<file path="src/rtl/core/i2cms_pkg.sv">
package i2cms_pkg;

    localparam int CountBits = 16;

    typedef enum logic [1:0] {
        CMD_START_READ  = 2'd0,
        CMD_START_WRITE = 2'd1,
        CMD_EVENT       = 2'd2,
        CMD_CANCEL      = 2'd3
    } t_cmd;

    localparam logic [7:0] CW_START   = 8'hF0;
    localparam logic [7:0] CW_RX      = 8'hE0;
    localparam logic [7:0] CW_RX_NACK = 8'hE8;
    localparam logic [7:0] CW_STOP    = 8'h80;
    localparam logic [7:0] ST_ARB_LOST = 8'h10;
    localparam logic [7:0] ST_NACK     = 8'h01;

    typedef struct packed {
        t_cmd        cmd;
        logic [7:0]  slave_address;
        logic [15:0] byte_count;
        logic [7:0]  bus_status;
        logic [7:0]  received_byte;
        logic [7:0]  send_byte;
    } t_item;

    typedef struct packed {
        logic        ctrl_write;
        logic [7:0]  ctrl_value;
        logic        data_write;
        logic [7:0]  data_value;
        logic        data_read;
        logic        rx_valid;
        logic [7:0]  rx_data;
        logic        done_res;
        logic [15:0] done_count;
    } t_result;

endpackage

</file>
<file path="src/rtl/core/i2cms_in_reg.sv">
module i2cms_in_reg (
    input  logic            i_clk,
    input  logic            i_rst_n,
    input  logic            i_valid,
    input  i2cms_pkg::t_item i_item,
    input  logic            i_advance,
    output logic            o_ready,
    output logic            o_valid,
    output i2cms_pkg::t_item o_item
);
    import i2cms_pkg::*;

    logic  r_valid;
    t_item r_item;

    // The slot frees up in the same cycle its request moves on.
    assign o_ready = !r_valid || i_advance;

    always_ff @(posedge i_clk) begin
        if (!i_rst_n) begin
            r_valid <= 1'b0;
        end else if (i_valid && o_ready) begin
            r_valid <= 1'b1;
        end else if (i_advance) begin
            r_valid <= 1'b0;
        end
    end

    always_ff @(posedge i_clk) begin
        if (i_valid && o_ready) begin
            r_item <= i_item;
        end
    end

    assign o_valid = r_valid;
    assign o_item  = r_item;
endmodule

</file>
<file path="src/rtl/core/i2cms_step.sv">
module i2cms_step (
    input  logic               i_clk,
    input  logic               i_rst_n,
    input  logic               i_advance,
    input  i2cms_pkg::t_item   i_item,
    output i2cms_pkg::t_result o_result
);
    import i2cms_pkg::*;

    logic                 r_busy, n_busy;
    logic                 r_is_read, n_is_read;
    logic                 r_first, n_first;
    logic [CountBits-1:0] r_remaining, n_remaining;
    logic [CountBits-1:0] r_requested, n_requested;

    logic [CountBits-1:0] cnt;
    logic [CountBits-1:0] rem_dec;
    t_result              res;

    assign cnt     = CountBits'(i_item.byte_count);
    assign rem_dec = r_remaining - CountBits'(1);

    always_comb begin
        n_busy      = r_busy;
        n_is_read   = r_is_read;
        n_first     = r_first;
        n_remaining = r_remaining;
        n_requested = r_requested;
        res         = '0;
        unique case (i_item.cmd)
            CMD_START_READ, CMD_START_WRITE: begin
                if (!r_busy) begin
                    n_is_read   = (i_item.cmd == CMD_START_READ);
                    n_requested = cnt;
                    n_remaining = cnt;
                    n_first     = 1'b1;
                    if (n_is_read && (cnt == '0)) begin
                        // Nothing to read: report completion with no bus traffic.
                        res.done_res = 1'b1;
                        n_busy       = 1'b0;
                    end else begin
                        n_busy         = 1'b1;
                        res.ctrl_write = 1'b1;
                        res.ctrl_value = CW_START;
                        res.data_write = 1'b1;
                        res.data_value = n_is_read ? (i_item.slave_address | 8'h01)
                                                   : i_item.slave_address;
                    end
                end
            end
            CMD_CANCEL: begin
                if (r_busy) begin
                    res.ctrl_write = 1'b1;
                    res.ctrl_value = CW_STOP;
                    res.done_res   = 1'b1;
                    res.done_count = 16'(r_requested - r_remaining);
                    n_busy         = 1'b0;
                end
            end
            CMD_EVENT: begin
                if (r_busy) begin
                    if ((i_item.bus_status & ST_ARB_LOST) != 8'h00) begin
                        res.ctrl_write = 1'b1;
                        res.ctrl_value = CW_STOP;
                        res.done_res   = 1'b1;
                        res.done_count = 16'(r_requested - r_remaining);
                        n_busy         = 1'b0;
                    end else if (r_is_read) begin
                        if (r_first) begin
                            // Dummy read after the address phase starts reception.
                            n_first        = 1'b0;
                            res.ctrl_write = 1'b1;
                            res.ctrl_value = (r_remaining == CountBits'(1)) ? CW_RX_NACK
                                                                            : CW_RX;
                            res.data_read  = 1'b1;
                        end else begin
                            if (r_remaining == CountBits'(1)) begin
                                res.ctrl_write = 1'b1;
                                res.ctrl_value = CW_STOP;
                            end else if (r_remaining == CountBits'(2)) begin
                                res.ctrl_write = 1'b1;
                                res.ctrl_value = CW_RX_NACK;
                            end
                            res.data_read = 1'b1;
                            res.rx_valid  = 1'b1;
                            res.rx_data   = i_item.received_byte;
                            n_remaining   = rem_dec;
                            if (rem_dec == '0) begin
                                res.done_res   = 1'b1;
                                res.done_count = 16'(r_requested - rem_dec);
                                n_busy         = 1'b0;
                            end
                        end
                    end else begin
                        n_first = 1'b0;
                        if ((r_remaining == '0) ||
                            ((i_item.bus_status & ST_NACK) != 8'h00)) begin
                            res.ctrl_write = 1'b1;
                            res.ctrl_value = CW_STOP;
                            res.done_res   = 1'b1;
                            res.done_count = 16'(r_requested - r_remaining);
                            n_busy         = 1'b0;
                        end else begin
                            res.data_write = 1'b1;
                            res.data_value = i_item.send_byte;
                            n_remaining    = rem_dec;
                        end
                    end
                end
            end
            default: begin
            end
        endcase
    end

    always_ff @(posedge i_clk) begin
        if (!i_rst_n) begin
            r_busy      <= 1'b0;
            r_is_read   <= 1'b0;
            r_first     <= 1'b0;
            r_remaining <= '0;
            r_requested <= '0;
        end else if (i_advance) begin
            r_busy      <= n_busy;
            r_is_read   <= n_is_read;
            r_first     <= n_first;
            r_remaining <= n_remaining;
            r_requested <= n_requested;
        end
    end

    assign o_result = res;
endmodule

</file>
<file path="src/rtl/core/i2cms_out_reg.sv">
module i2cms_out_reg (
    input  logic               i_clk,
    input  logic               i_rst_n,
    input  logic               i_load,
    input  i2cms_pkg::t_result i_result,
    input  logic               i_ready,
    output logic               o_can_load,
    output logic               o_valid,
    output i2cms_pkg::t_result o_result
);
    import i2cms_pkg::*;

    logic    r_valid;
    t_result r_result;

    // A new result may replace the held one in the cycle it is taken.
    assign o_can_load = !r_valid || i_ready;

    always_ff @(posedge i_clk) begin
        if (!i_rst_n) begin
            r_valid <= 1'b0;
        end else if (i_load) begin
            r_valid <= 1'b1;
        end else if (i_ready) begin
            r_valid <= 1'b0;
        end
    end

    always_ff @(posedge i_clk) begin
        if (i_load) begin
            r_result <= i_result;
        end
    end

    assign o_valid  = r_valid;
    assign o_result = r_result;
endmodule

</file>
<file path="src/rtl/core/i2c_master_transfer_sequencer.sv">
// A request is captured in the input register, then moves on into the result register,
// where it is offered as a result until the consumer takes it.
// Throughput: one request per cycle while the consumer does not stall.
// Reset (i_rst_n low at a clock edge) empties both pipeline registers and leaves
// the sequencer idle with no transfer in progress and all counters at zero.
module i2c_master_transfer_sequencer (
    input  logic        i_clk,
    input  logic        i_rst_n,
    input  logic        i_in_valid,
    output logic        o_in_ready,
    input  logic [1:0]  i_cmd,
    input  logic [7:0]  i_slave_address,
    input  logic [15:0] i_byte_count,
    input  logic [7:0]  i_bus_status,
    input  logic [7:0]  i_received_byte,
    input  logic [7:0]  i_send_byte,
    output logic        o_out_valid,
    input  logic        i_out_ready,
    output logic        o_ctrl_write,
    output logic [7:0]  o_ctrl_value,
    output logic        o_data_write,
    output logic [7:0]  o_data_value,
    output logic        o_data_read,
    output logic        o_rx_valid,
    output logic [7:0]  o_rx_data,
    output logic        o_done_res,
    output logic [15:0] o_done_count
);
    import i2cms_pkg::*;

    // Each request is captured in an input register. When the result register
    // can take a value, the request moves on: the transfer state is updated and
    // the matching result is written into the result register in that same
    // edge. Both registers can drain and fill in the same cycle, so a stalled consumer
    // only backs up the pipeline, it never drops or repeats a request.

    t_item   in_item;
    t_item   q_item;
    logic    q_valid;
    logic    advance;
    logic    out_can_load;
    t_result step_result;
    t_result out_result;

    assign in_item.cmd           = t_cmd'(i_cmd);
    assign in_item.slave_address = i_slave_address;
    assign in_item.byte_count    = i_byte_count;
    assign in_item.bus_status    = i_bus_status;
    assign in_item.received_byte = i_received_byte;
    assign in_item.send_byte     = i_send_byte;

    // A held request advances whenever the result slot is free or being emptied.
    assign advance = q_valid && out_can_load;

    i2cms_in_reg u_in_reg (
        .i_clk     (i_clk),
        .i_rst_n   (i_rst_n),
        .i_valid   (i_in_valid),
        .i_item    (in_item),
        .i_advance (advance),
        .o_ready   (o_in_ready),
        .o_valid   (q_valid),
        .o_item    (q_item)
    );

    // Transfer state lives here and only changes when a request advances.
    i2cms_step u_step (
        .i_clk     (i_clk),
        .i_rst_n   (i_rst_n),
        .i_advance (advance),
        .i_item    (q_item),
        .o_result  (step_result)
    );

    i2cms_out_reg u_out_reg (
        .i_clk      (i_clk),
        .i_rst_n    (i_rst_n),
        .i_load     (advance),
        .i_result   (step_result),
        .i_ready    (i_out_ready),
        .o_can_load (out_can_load),
        .o_valid    (o_out_valid),
        .o_result   (out_result)
    );

    assign o_ctrl_write = out_result.ctrl_write;
    assign o_ctrl_value = out_result.ctrl_value;
    assign o_data_write = out_result.data_write;
    assign o_data_value = out_result.data_value;
    assign o_data_read  = out_result.data_read;
    assign o_rx_valid   = out_result.rx_valid;
    assign o_rx_data    = out_result.rx_data;
    assign o_done_res   = out_result.done_res;
    assign o_done_count = out_result.done_count;
endmodule

</file>
<file path="config.mk">
export PLATFORM = sky130hd
export DESIGN_NAME = i2c_master_transfer_sequencer
export DESIGN_NICKNAME = d
export VERILOG_FILES = /design/src/rtl/core/i2cms_pkg.sv /design/src/rtl/core/i2cms_in_reg.sv /design/src/rtl/core/i2cms_step.sv /design/src/rtl/core/i2cms_out_reg.sv /design/src/rtl/core/i2c_master_transfer_sequencer.sv
export SDC_FILE = /design/constraint.sdc
export NUM_CORES = 1
export LEC_CHECK = 0
export BUFFER_PORTS_ARGS = -buffer_cell sky130_fd_sc_hd__buf_2
export CORE_UTILIZATION = 45
export CTS_CLUSTER_DIAMETER = 50
export CTS_CLUSTER_SIZE = 24
export DETAILED_ROUTE_END_ITERATION = 8
export PLACE_DENSITY = 0.65
export SLEW_MARGIN = 20
export SYNTH_ARGS = -nofsm -noshare
export SYNTH_HDL_FRONTEND = slang
export SYNTH_HIERARCHICAL = 1
export SYNTH_SLANG_ARGS = --single-unit
</file>
<file path="constraint.sdc">
create_clock -name i_clk -period 9.32 [get_ports i_clk]
set_clock_uncertainty 0.2 [all_clocks]
set_input_delay 0.932 -clock i_clk [delete_from_list [all_inputs] [get_ports i_clk]]
set_output_delay 0.932 -clock i_clk [all_outputs]
set_load 0.02 [all_outputs]
</file>
==> results of run 1 <==
==> power groups by stage <==
stage               registers, mW  clock network [mW]  logic [mW]
floorplan                   0.677                   0       0.243
global placement            0.669                   0       0.317
detailed placement          0.670                   0       0.325
CTS                         0.659               0.672       0.327
global route                0.663               0.697       0.363
finish                      0.659               0.657       0.329
==> cell usage in the layout, fill, tap and decap left out, types with 18 or more instances in the layout <==
cell type / instances
buf_2: 94
nor2_1: 45
edfxtp_1: 89
a21boi_0: 18
o21ai_0: 21
nand2_1: 74
ha_1: 25
a21oi_1: 40
xnor2_1: 34
inv_1: 27
dfxtp_1: 37
nor2b_1: 21
==> routing by layer <==
| metal | GRT usage | wire [microns] |
|---|---|---|
| met2 | 0.284 | 6260 |
| met1 | 0.262 | 6550 |
| met3 | 0.0346 | 720 |
| met4 | 0.0813 | 205 |
| met5 | 0 | 0 |
==> flip-flops by register name (all words and copies together), names as in the netlist <==
signal / flops
u_step/r_remaining: 16
u_step/r_requested: 16
u_step/r_busy: 1
u_out_reg/o_result: 45
u_step/r_is_read: 1
u_out_reg/o_valid: 1
u_in_reg/o_item: 44
u_in_reg/o_valid: 1
u_step/r_first: 1
==> layout make-up <==
type	count	area, sq um	area share
clock buffers	17	425	0.0545
flip-flops and latches	126	3410	0.438
multi-input cells	455	2980	0.382
repair buffers	96	485	0.0622
well taps	180	225	0.0289
clock inverters	15	169	0.0217
inverters	28	105	0.0135
==> final timing paths <==
path | startpoint | to
worst max register to register | u_step/r_remaining[1]$_SDFFE_PN0P_ | u_out_reg/o_result[13]$_DFFE_PP_
worst max-delay path | u_step/r_remaining[1]$_SDFFE_PN0P_ | u_out_reg/o_result[13]$_DFFE_PP_
worst min register to register | u_step/r_requested[0]$_SDFFE_PN0P_ | u_step/r_requested[0]$_SDFFE_PN0P_
worst min-delay path | u_step/r_requested[0]$_SDFFE_PN0P_ | u_step/r_requested[0]$_SDFFE_PN0P_
==> through the flow <==
stage	area, sq um	util	hold slack, ns
2_1_floorplan	6620	-	0.243
3_3_place_gp	7200	0.511	0.258
3_5_place_dp	7200	0.511	0.265
4_1_cts	7800	0.553	0.273
5_1_grt	7800	0.553	0.303
6_report	7800	0.553	0.277
==> critical path: cells and delay by family, from the launching register on <==
kind	cells	cell delay, ns
AOI/OAI and AO/OA	5	0.74
xor gates and xnor gates	2	0.36
adders and majority gates	4	1.32
buffers and inverters	1	0.21
DFF	1	0.35
and+or+nand+nor	3	0.93
==> run_results.csv, run 1 <==
group,metric,value,unit
timing,period_needed,4.37,ns
cts,cts_buffers,17,
pwr,power_frac_comb,0.200,
cts,clk_pin_slew,0.05,ns
pwr,power.leakage,3.02,nW
drt,drt-initial-drc-count,381,
cts,hold_buffers,0,
die,die_w,123,microns
pwr,ir_worst_vdd,0.000123,V
critical_path,critPathKind,"reg2reg",
pwr,pwr-share-clk,0.399,
die,design.core.area,14100,sq um
yosys,synthesis.area,6610,sq um
grt,grt_pass1_wl,21500,microns
cts,clock_sinks,126,
critical_path,startpoint_type,"flop",
cells_and_area,drive_gt1_frac,0.201,
pwr,p_sw_frac,0.277,
critical_path,crit_chain,"inv_1 > ha_1 > nor3b_2 > xnor2_1 > ha_1 > o2111ai_1 > nand4b_1 > maj3_1 > a31oi_1 > a32oi_1 > nor3b_2 > maj3_1 > a21oi_2 > xnor2_1 > o21ai_0",
timing,tightest_slew,0.944,ns
die,start_util,0.469,
timing,finalCritPeriodShare,0.469,
timing,finalSetupTns,0,ns
pwr,finalPower,1.64,mW
cts,insertion_delay,0.41,ns
placed_design,hpwl,10100,microns
timing,fmax,229,MHz
drt,finalWirelength,13700,microns
run,max-cap-violations,0,
yosys,yosysWarnings,6,
critical_path,worstPathMaxFanout,8,
critical_path,rrSetupSlack,4.95,ns
placed_design,place_inst,885,
pwr,switchingPower,456,uW
cells_and_area,area_growth,18.0,%
critical_path,cpPeakStageDelay,0.48,ns
cts,cts-root-buf,"clkbuf_16",
pwr,p_int,1.19,mW
cells_and_area,final_nets,805,
critical_path,cp.required,9.27,ns
drt,firstDrtPassIters,5,
critical_path,crit_path_top_delay_cell,"nor3b_2",
cts,cts_buffer_depth,2,
pwr,power.density_cell_area,211,nW/um^2
timing,max_slew_margin,0.368,
cells_and_area,antenna_cells,0,
cells_and_area,fill_cells,1224,
cts,cts-resized-gates,0,
critical_path,arrival,4.32,ns
yosys,syn-mean-instance-area,10.4,sq um
die,die_h,123,microns
grt,grt-ovfl-total,0,
die,io_pins,101,
grt,grt_max_degree,54,
pwr,seqPwrFrac,0.401,
cts,cts_tree,"built",
min_path,hp-class,"reg2reg",
min_path,hold_depth,2,
cts,htree_levels,4,
yosys,synthCells,635,
drt,vias,4904,
placed_design,io_buffers,94,
timing,hold_violations,0,
timing,setup_ws,4.95,ns
critical_path,reg2reg_depth,15,
drt,vias_per_cell,5.35,
cts,post_cts_buffers,0,
die,die_area,15200,sq um
timing,rsz0062_at_grt,"no",
die,num_rows,43,
timing,slew_viol_final,0,
status,status,"finished clean",
placed_design,place_ws,4.99,ns
drt,drc,0,
drt,wire_per_inst,15.0,microns
critical_path,end_kind,"flop",
timing,setup_violations,0,
grt,track_usage,0.188,
drt,ant_nets,0,
grt,grt_pass1_vias,4378,
grt,antenna_found_initial,0,
cells_and_area,layoutNonFillerInstCount,917,
placed_design,place_congestion,0.877,
No activity file was read; power rests on OpenSTA's default activity.
==> run 2, diff against run 1 <==
==> constraint.sdc (replaced) <==
create_clock -name i_clk -period 4.4 [get_ports i_clk]
set_clock_uncertainty 0.2 [all_clocks]
set_input_delay 0.44 -clock i_clk [delete_from_list [all_inputs] [get_ports i_clk]]
set_output_delay 0.44 -clock i_clk [all_outputs]
set_load 0.02 [all_outputs]
==> run_results.csv, run 2 (synthesized netlist as in run 1, its figures left out) <==
group,metric,value,unit
status,status,"finished clean",
pwr,power_frac_comb,0.213,
cts,cts_buffer_depth,2,
timing,hold_violations,0,
timing,slew_viol_final,0,
die,num_rows,43,
cells_and_area,fin_util,0.587,
cells_and_area,layout_common_cells,"94 x buf_2, 89 x edfxtp_1, 74 x nand2_1, 45 x nor2_1, 44 x dlygate4sd3_1",
cells_and_area,antenna_cells,0,
cells_and_area,area_growth,25.1,%
run,max-cap-violations,0,
critical_path,arrival,4.11,ns
pwr,seqPwrFrac,0.399,
timing,finalSetupTns,0,ns
min_path,min_to,"u_in_reg/o_valid$_SDFFE_PN0P_",
critical_path,worstPathMaxFanout,5,
critical_path,startpoint_type,"flop",
cts,post_cts_buffers,0,
timing,setup_ws,0.242,ns
critical_path,cp_common_cell,"maj3_2",
grt,antenna_found_initial,0,
critical_path,setup.worst_path.start,"u_step/r_remaining[1]$_SDFFE_PN0P_",
cts,htree_levels,4,
cts,clk_pin_slew,0.06,ns
min_path,hp-class,"in2reg",
grt,grt_max_degree,50,
pwr,switchingPower,989,uW
min_path,hold_depth,3,
die,start_util,0.469,
drt,firstDrtPassIters,5,
grt,grt_pass1_vias,4681,
critical_path,crit_path_top_delay_cell,"dfxtp_1",
cells_and_area,multi_input_area,2990,sq um
timing,max_slew_margin,0.342,
grt,track_usage,0.201,
critical_path,rrSetupSlack,0.24,ns
pwr,ir_worst_vdd,0.000263,V
drt,wire_per_inst,15.3,microns
timing,whs,0.0880,ns
grt,grt_pass1_wl,23100,microns
die,io_pins,101,
critical_path,end_kind,"flop",
die,die_h,123,microns
cts,insertion_delay,0.41,ns
die,die_w,123,microns
min_path,hold_start,"i_in_valid",
cells_and_area,ff_latch_area,3410,sq um
cells_and_area,layoutNonFillerInstCount,965,
critical_path,reg2reg_depth,15,
cts,clock_sinks,126,
placed_design,hpwl,10600,microns
critical_path,critPathKind,"reg2reg",
timing,finalCritPeriodShare,0.945,
pwr,finalPower,3.50,mW
grt,grt-ovfl-total,0,
die,die_area,15200,sq um
critical_path,worstReg2RegEnd,"u_out_reg/o_result[14]$_DFFE_PP_",
critical_path,cp.required,4.36,ns
placed_design,io_buffers,94,
cells_and_area,final_common_cell,"buf_2",
timing,rsz0062_at_grt,"no",
timing,period_needed,4.16,ns
cells_and_area,largest_register_ffs,45,
placed_design,place_inst,889,
drt,drc,0,
cts,cts-root-buf,"clkbuf_16",
drt,vias_per_cell,5.30,
timing,tightest_slew,0.982,ns
cells_and_area,fin_area,8270,sq um
critical_path,crit_chain,"inv_2 > ha_1 > xnor2_1 > ha_1 > a21o_1 > a21oi_1 > o21bai_1 > maj3_2 > maj3_2 > o21a_1 > o21a_1 > maj3_2 > a21oi_2 > xor2_1 > o2bb2ai_1",
critical_path,cpPeakStageDelay,0.42,ns
critical_path,reg2reg_from,"u_step/r_remaining[1]$_SDFFE_PN0P_",
cts,cts_buffers,17,
drt,vias,5113,
cts,cts_tree,"built",
pwr,p_sw_frac,0.282,
placed_design,placed_area,7230,sq um
placed_design,place_ws,0.183,ns
timing,setup_violations,0,
drt,drt-initial-drc-count,389,
placed_design,place_congestion,0.891,
cells_and_area,drive_gt1_frac,0.203,
drt,finalWirelength,14800,microns
pwr,power.leakage,3.23,nW
cells_and_area,fill_cells,1182,
timing,fmax,240,MHz
cells_and_area,final_nets,853,
die,design.core.area,14100,sq um
drt,ant_nets,0,
pwr,power.density_cell_area,424,nW/um^2
pwr,p_int,2.51,mW
pwr,pwr-share-clk,0.388,
[run 2: cell count changes in the layout (fill, tap and decap cells not counted), moves of 3 or more]
| cell | previous run | this run |
|---|---|---|
| buf_4 | 2 | 6 |
| clkinv_1 | 5 | 1 |
| clkinv_2 | 1 | 4 |
| dlygate4sd3_1 | 0 | 44 |
[run 2: what timing repair did]
action                                  CTS  global route
hold endpoints to repair                 41             3
gates resized for setup                   0             4
endpoints found under the setup margin    0             3
hold buffers                             41             3
[run 2: worst max-delay path, delay by kind of cell, from the launching register on]
kind            cells  cell delay, ns
fa+ha+maj           5            1.57
buf+inv             1            0.12
xor+xnor            2            0.46
flops               1            0.42
compound gates      7            1.14
[run 2: worst max path at each step]
stage / slack (ns) / endpoint / cells after the start
after detailed placement: 0.18 / u_out_reg/o_result[14]$_DFFE_PP_ / 15
after floorplan: 0.55 / u_out_reg/o_result[14]$_DFFE_PP_ / 15
after global routing: 0.009 / u_out_reg/o_result[15]$_DFFE_PP_ / 14
after CTS: 0.17 / u_out_reg/o_result[14]$_DFFE_PP_ / 15
final: 0.24 / u_out_reg/o_result[14]$_DFFE_PP_ / 15
after global placement: 0.28 / u_out_reg/o_result[14]$_DFFE_PP_ / 15
[run 2: final cells by class]
cell class / count / area share
repair buffers: 144 / 0.116
clock buffers: 19 / 0.0535
inverters: 28 / 0.0127
well taps: 180 / 0.0272
flip-flops and latches: 126 / 0.413
clock inverters: 13 / 0.0168
multi-input cells: 455 / 0.361
[run 2: power by group through the flow]
stage          registers [mW]  logic [mW]  clock network (mW)
2_1_floorplan            1.43       0.516                   0
3_3_place_gp             1.42       0.684                   0
3_5_place_dp             1.42       0.706                   0
4_1_cts                  1.40       0.739                1.39
5_1_grt                  1.40       0.818                1.45
6_report                 1.40       0.746                1.36
[run 2: routing by layer]
metal / part of all wire / wire [microns] / vias up / global-route usage
met5: 0 / 0 / - / 0
met4: 0.0074 / 109 / 0 / 0.0678
li1: - / - / 2553 / -
met3: 0.055 / 813 / 9 / 0.0470
met2: 0.48 / 7090 / 151 / 0.317
met1: 0.46 / 6750 / 2400 / 0.273
==> run 3, diff against run 2 <==
--- a/config.mk
+++ b/config.mk
@@ -6,11 +6,11 @@
 export NUM_CORES = 1
 export LEC_CHECK = 0
 export BUFFER_PORTS_ARGS = -buffer_cell sky130_fd_sc_hd__buf_2
-export CORE_UTILIZATION = 45
+export CORE_UTILIZATION = 40
 export CTS_CLUSTER_DIAMETER = 50
 export CTS_CLUSTER_SIZE = 24
 export DETAILED_ROUTE_END_ITERATION = 8
-export PLACE_DENSITY = 0.65
+export GPL_TIMING_DRIVEN = 0
 export SLEW_MARGIN = 20
 export SYNTH_ARGS = -nofsm -noshare
 export SYNTH_HDL_FRONTEND = slang
==> constraint.sdc (replaced) <==
create_clock -name i_clk -period 4.35 [get_ports i_clk]
set_clock_uncertainty 0.2 [all_clocks]
set_input_delay 0.435 -clock i_clk [delete_from_list [all_inputs] [get_ports i_clk]]
set_output_delay 0.435 -clock i_clk [all_outputs]
set_load 0.02 [all_outputs]
==> run_results.csv, run 3 (synthesized netlist as in run 1, its figures left out) <==
group,metric,value,unit
cts,insertion_delay,0.43,ns
die,design.core.area,16000,sq um
timing,finalSetupTns,0,ns
timing,setup_violations,0,
grt,antenna_found_initial,0,
cells_and_area,antenna_cells,0,
critical_path,startpoint_type,"flop",
timing,finalCritPeriodShare,0.949,
critical_path,end_kind,"flop",
timing,rsz0062_at_grt,"no",
timing,slew_viol_final,0,
placed_design,io_buffers,94,
cells_and_area,final_common_cell,"buf_2",
cells_and_area,layout_common_cells,"95 x buf_2, 89 x edfxtp_1, 74 x nand2_1, 45 x nor2_1, 44 x dlygate4sd3_1",
pwr,power.density_cell_area,423,nW/um^2
cells_and_area,largest_register_ffs,45,
cts,cts_tree,"built",
drt,ant_nets,0,
pwr,ir_worst_vdd,0.000267,V
timing,whs,0.0714,ns
placed_design,hpwl,11300,microns
pwr,power_frac_comb,0.215,
drt,vias,5205,
grt,grt_pass1_vias,4699,
pwr,power.leakage,3.29,nW
critical_path,cp.required,4.31,ns
cells_and_area,final_nets,877,
timing,max_slew_margin,0.512,
grt,grt-ovfl-total,0,
cts,htree_levels,4,
grt,grt_pass1_wl,23300,microns
die,die_area,17000,sq um
drt,vias_per_cell,5.08,
pwr,seqPwrFrac,0.394,
pwr,p_int,2.54,mW
drt,firstDrtPassIters,5,
cts,clk_pin_slew,0.06,ns
critical_path,critPathKind,"reg2reg",
pwr,pwr-share-clk,0.391,
timing,fmax,242,MHz
drt,drc,0,
cells_and_area,drive_gt1_frac,0.204,
die,die_h,131,microns
critical_path,cp.buffers_inverters,1,
drt,wire_per_inst,15.1,microns
critical_path,crit_path_top_delay_cell,"nor4_1",
status,status,"finished clean",
timing,tightest_slew,0.727,ns
grt,track_usage,0.183,
timing,setup_ws,0.220,ns
run,max-cap-violations,0,
drt,finalWirelength,15500,microns
die,start_util,0.413,
cts,cts_buffers,17,
timing,hold_violations,0,
timing,period_needed,4.13,ns
pwr,p_sw_frac,0.288,
critical_path,worstPathMaxFanout,7,
drt,drt-initial-drc-count,380,
critical_path,cpPeakStageDelay,0.48,ns
min_path,hp-class,"in2reg",
cts,cts-root-buf,"clkbuf_16",
cells_and_area,area_growth,27.7,%
critical_path,cpLargestDelayFamily,"adder cells",
pwr,switchingPower,1.03,mW
die,num_rows,46,
die,die_w,131,microns
cts,cts_buffer_depth,2,
grt,grt_max_degree,55,
die,io_pins,101,
critical_path,arrival,4.09,ns
placed_design,place_ws,-0.106,ns
critical_path,crit_chain,"buf_6 > nor4_1 > nor2_1 > ha_1 > a21oi_2 > o21bai_1 > maj3_2 > maj3_2 > o21a_1 > o21a_1 > maj3_2 > a21oi_2 > xor2_1 > o2bb2ai_1",
placed_design,place_congestion,0.891,
critical_path,cp_common_cell,"maj3_2",
cts,clock_sinks,126,
run 3: cell types whose count changed in the layout (fill, tap and decap cells not counted), sizes merged:
cell | before | now
clkinvlp | 2 | 1
inv | 29 | 33
clkinv | 8 | 7
clkbuf | 19 | 35
buf | 100 | 106
run 3: path summary, 6_finish.rpt:
path | start | endpoint | slack [ns] | cells past startpoint
worst max-delay path | u_step/r_remaining[2]$_SDFFE_PN0P_ | u_out_reg/o_result[14]$_DFFE_PP_ | 0.22 | 14
worst min-delay path | i_in_valid | u_in_reg/o_valid$_SDFFE_PN0P_ | 0.07 | 3
worst max register to register | u_step/r_remaining[2]$_SDFFE_PN0P_ | u_out_reg/o_result[14]$_DFFE_PP_ | 0.22 | 14
worst min register to register | u_step/r_requested[0]$_SDFFE_PN0P_ | u_step/r_requested[0]$_SDFFE_PN0P_ | 0.28 | 2
run 3: power groups by stage:
stage,clock network [mW],registers (mW),logic (mW)
3_3_place_gp,0,1.43,0.703
5_1_grt,1.47,1.41,0.841
2_1_floorplan,0,1.45,0.522
6_report,1.40,1.41,0.768
3_5_place_dp,0,1.43,0.719
4_1_cts,1.42,1.41,0.759
run 3: metrics by stage:
| stage | cell area (sq um) | utilization | total power, mW | std cells |
|---|---|---|---|---|
| global route | 8440 | 0.527 | 3.73 | 1025 |
| floorplan | 6620 | - | 1.97 | 637 |
| CTS | 8410 | 0.525 | 3.59 | 1024 |
| finish | 8440 | 0.527 | 3.57 | 1025 |
| detailed placement | 7360 | 0.460 | 2.15 | 947 |
| global placement | 7360 | 0.460 | 2.13 | 947 |
run 3: layout make-up:
class                      count  area, sq um
multi-input combinational    455         3010
fill                        1521         7560
clock inverter                15          159
clock buffer                  17          425
inverter                      28          105
sequential                   126         3410
buffer                        28          134
timing repair buffer         140          926
tap                          216          270
run 3: worst register-to-register path, stage by stage (launching register included):
cell	delay (ns)
dfxtp_1	0.30
buf_6	0.13
nor4_1	0.48
nor2_1	0.22
ha_1	0.40
a21oi_2	0.20
o21bai_1	0.11
maj3_2	0.34
maj3_2	0.32
o21a_1	0.20
o21a_1	0.22
maj3_2	0.32
a21oi_2	0.15
xor2_1	0.20
o2bb2ai_1	0.08
run 3: metal layers:
metal | GRT usage | wire (microns) | up-vias
li1 | - | - | 2610
met1 | 0.243 | 7200 | 2444
met5 | 0 | 0 | -
met3 | 0.0428 | 658 | 17
met4 | 0.0710 | 238 | 0
met2 | 0.290 | 7400 | 134
run 3: repair_timing:
action                                  in CTS  in global routing
resized for setup                            2                  7
hold endpoints to repair                    44                  0
pin swaps                                    0                  1
setup buffers                                1                  1
hold buffers                                44                  0
endpoints found under the setup margin       3                  3
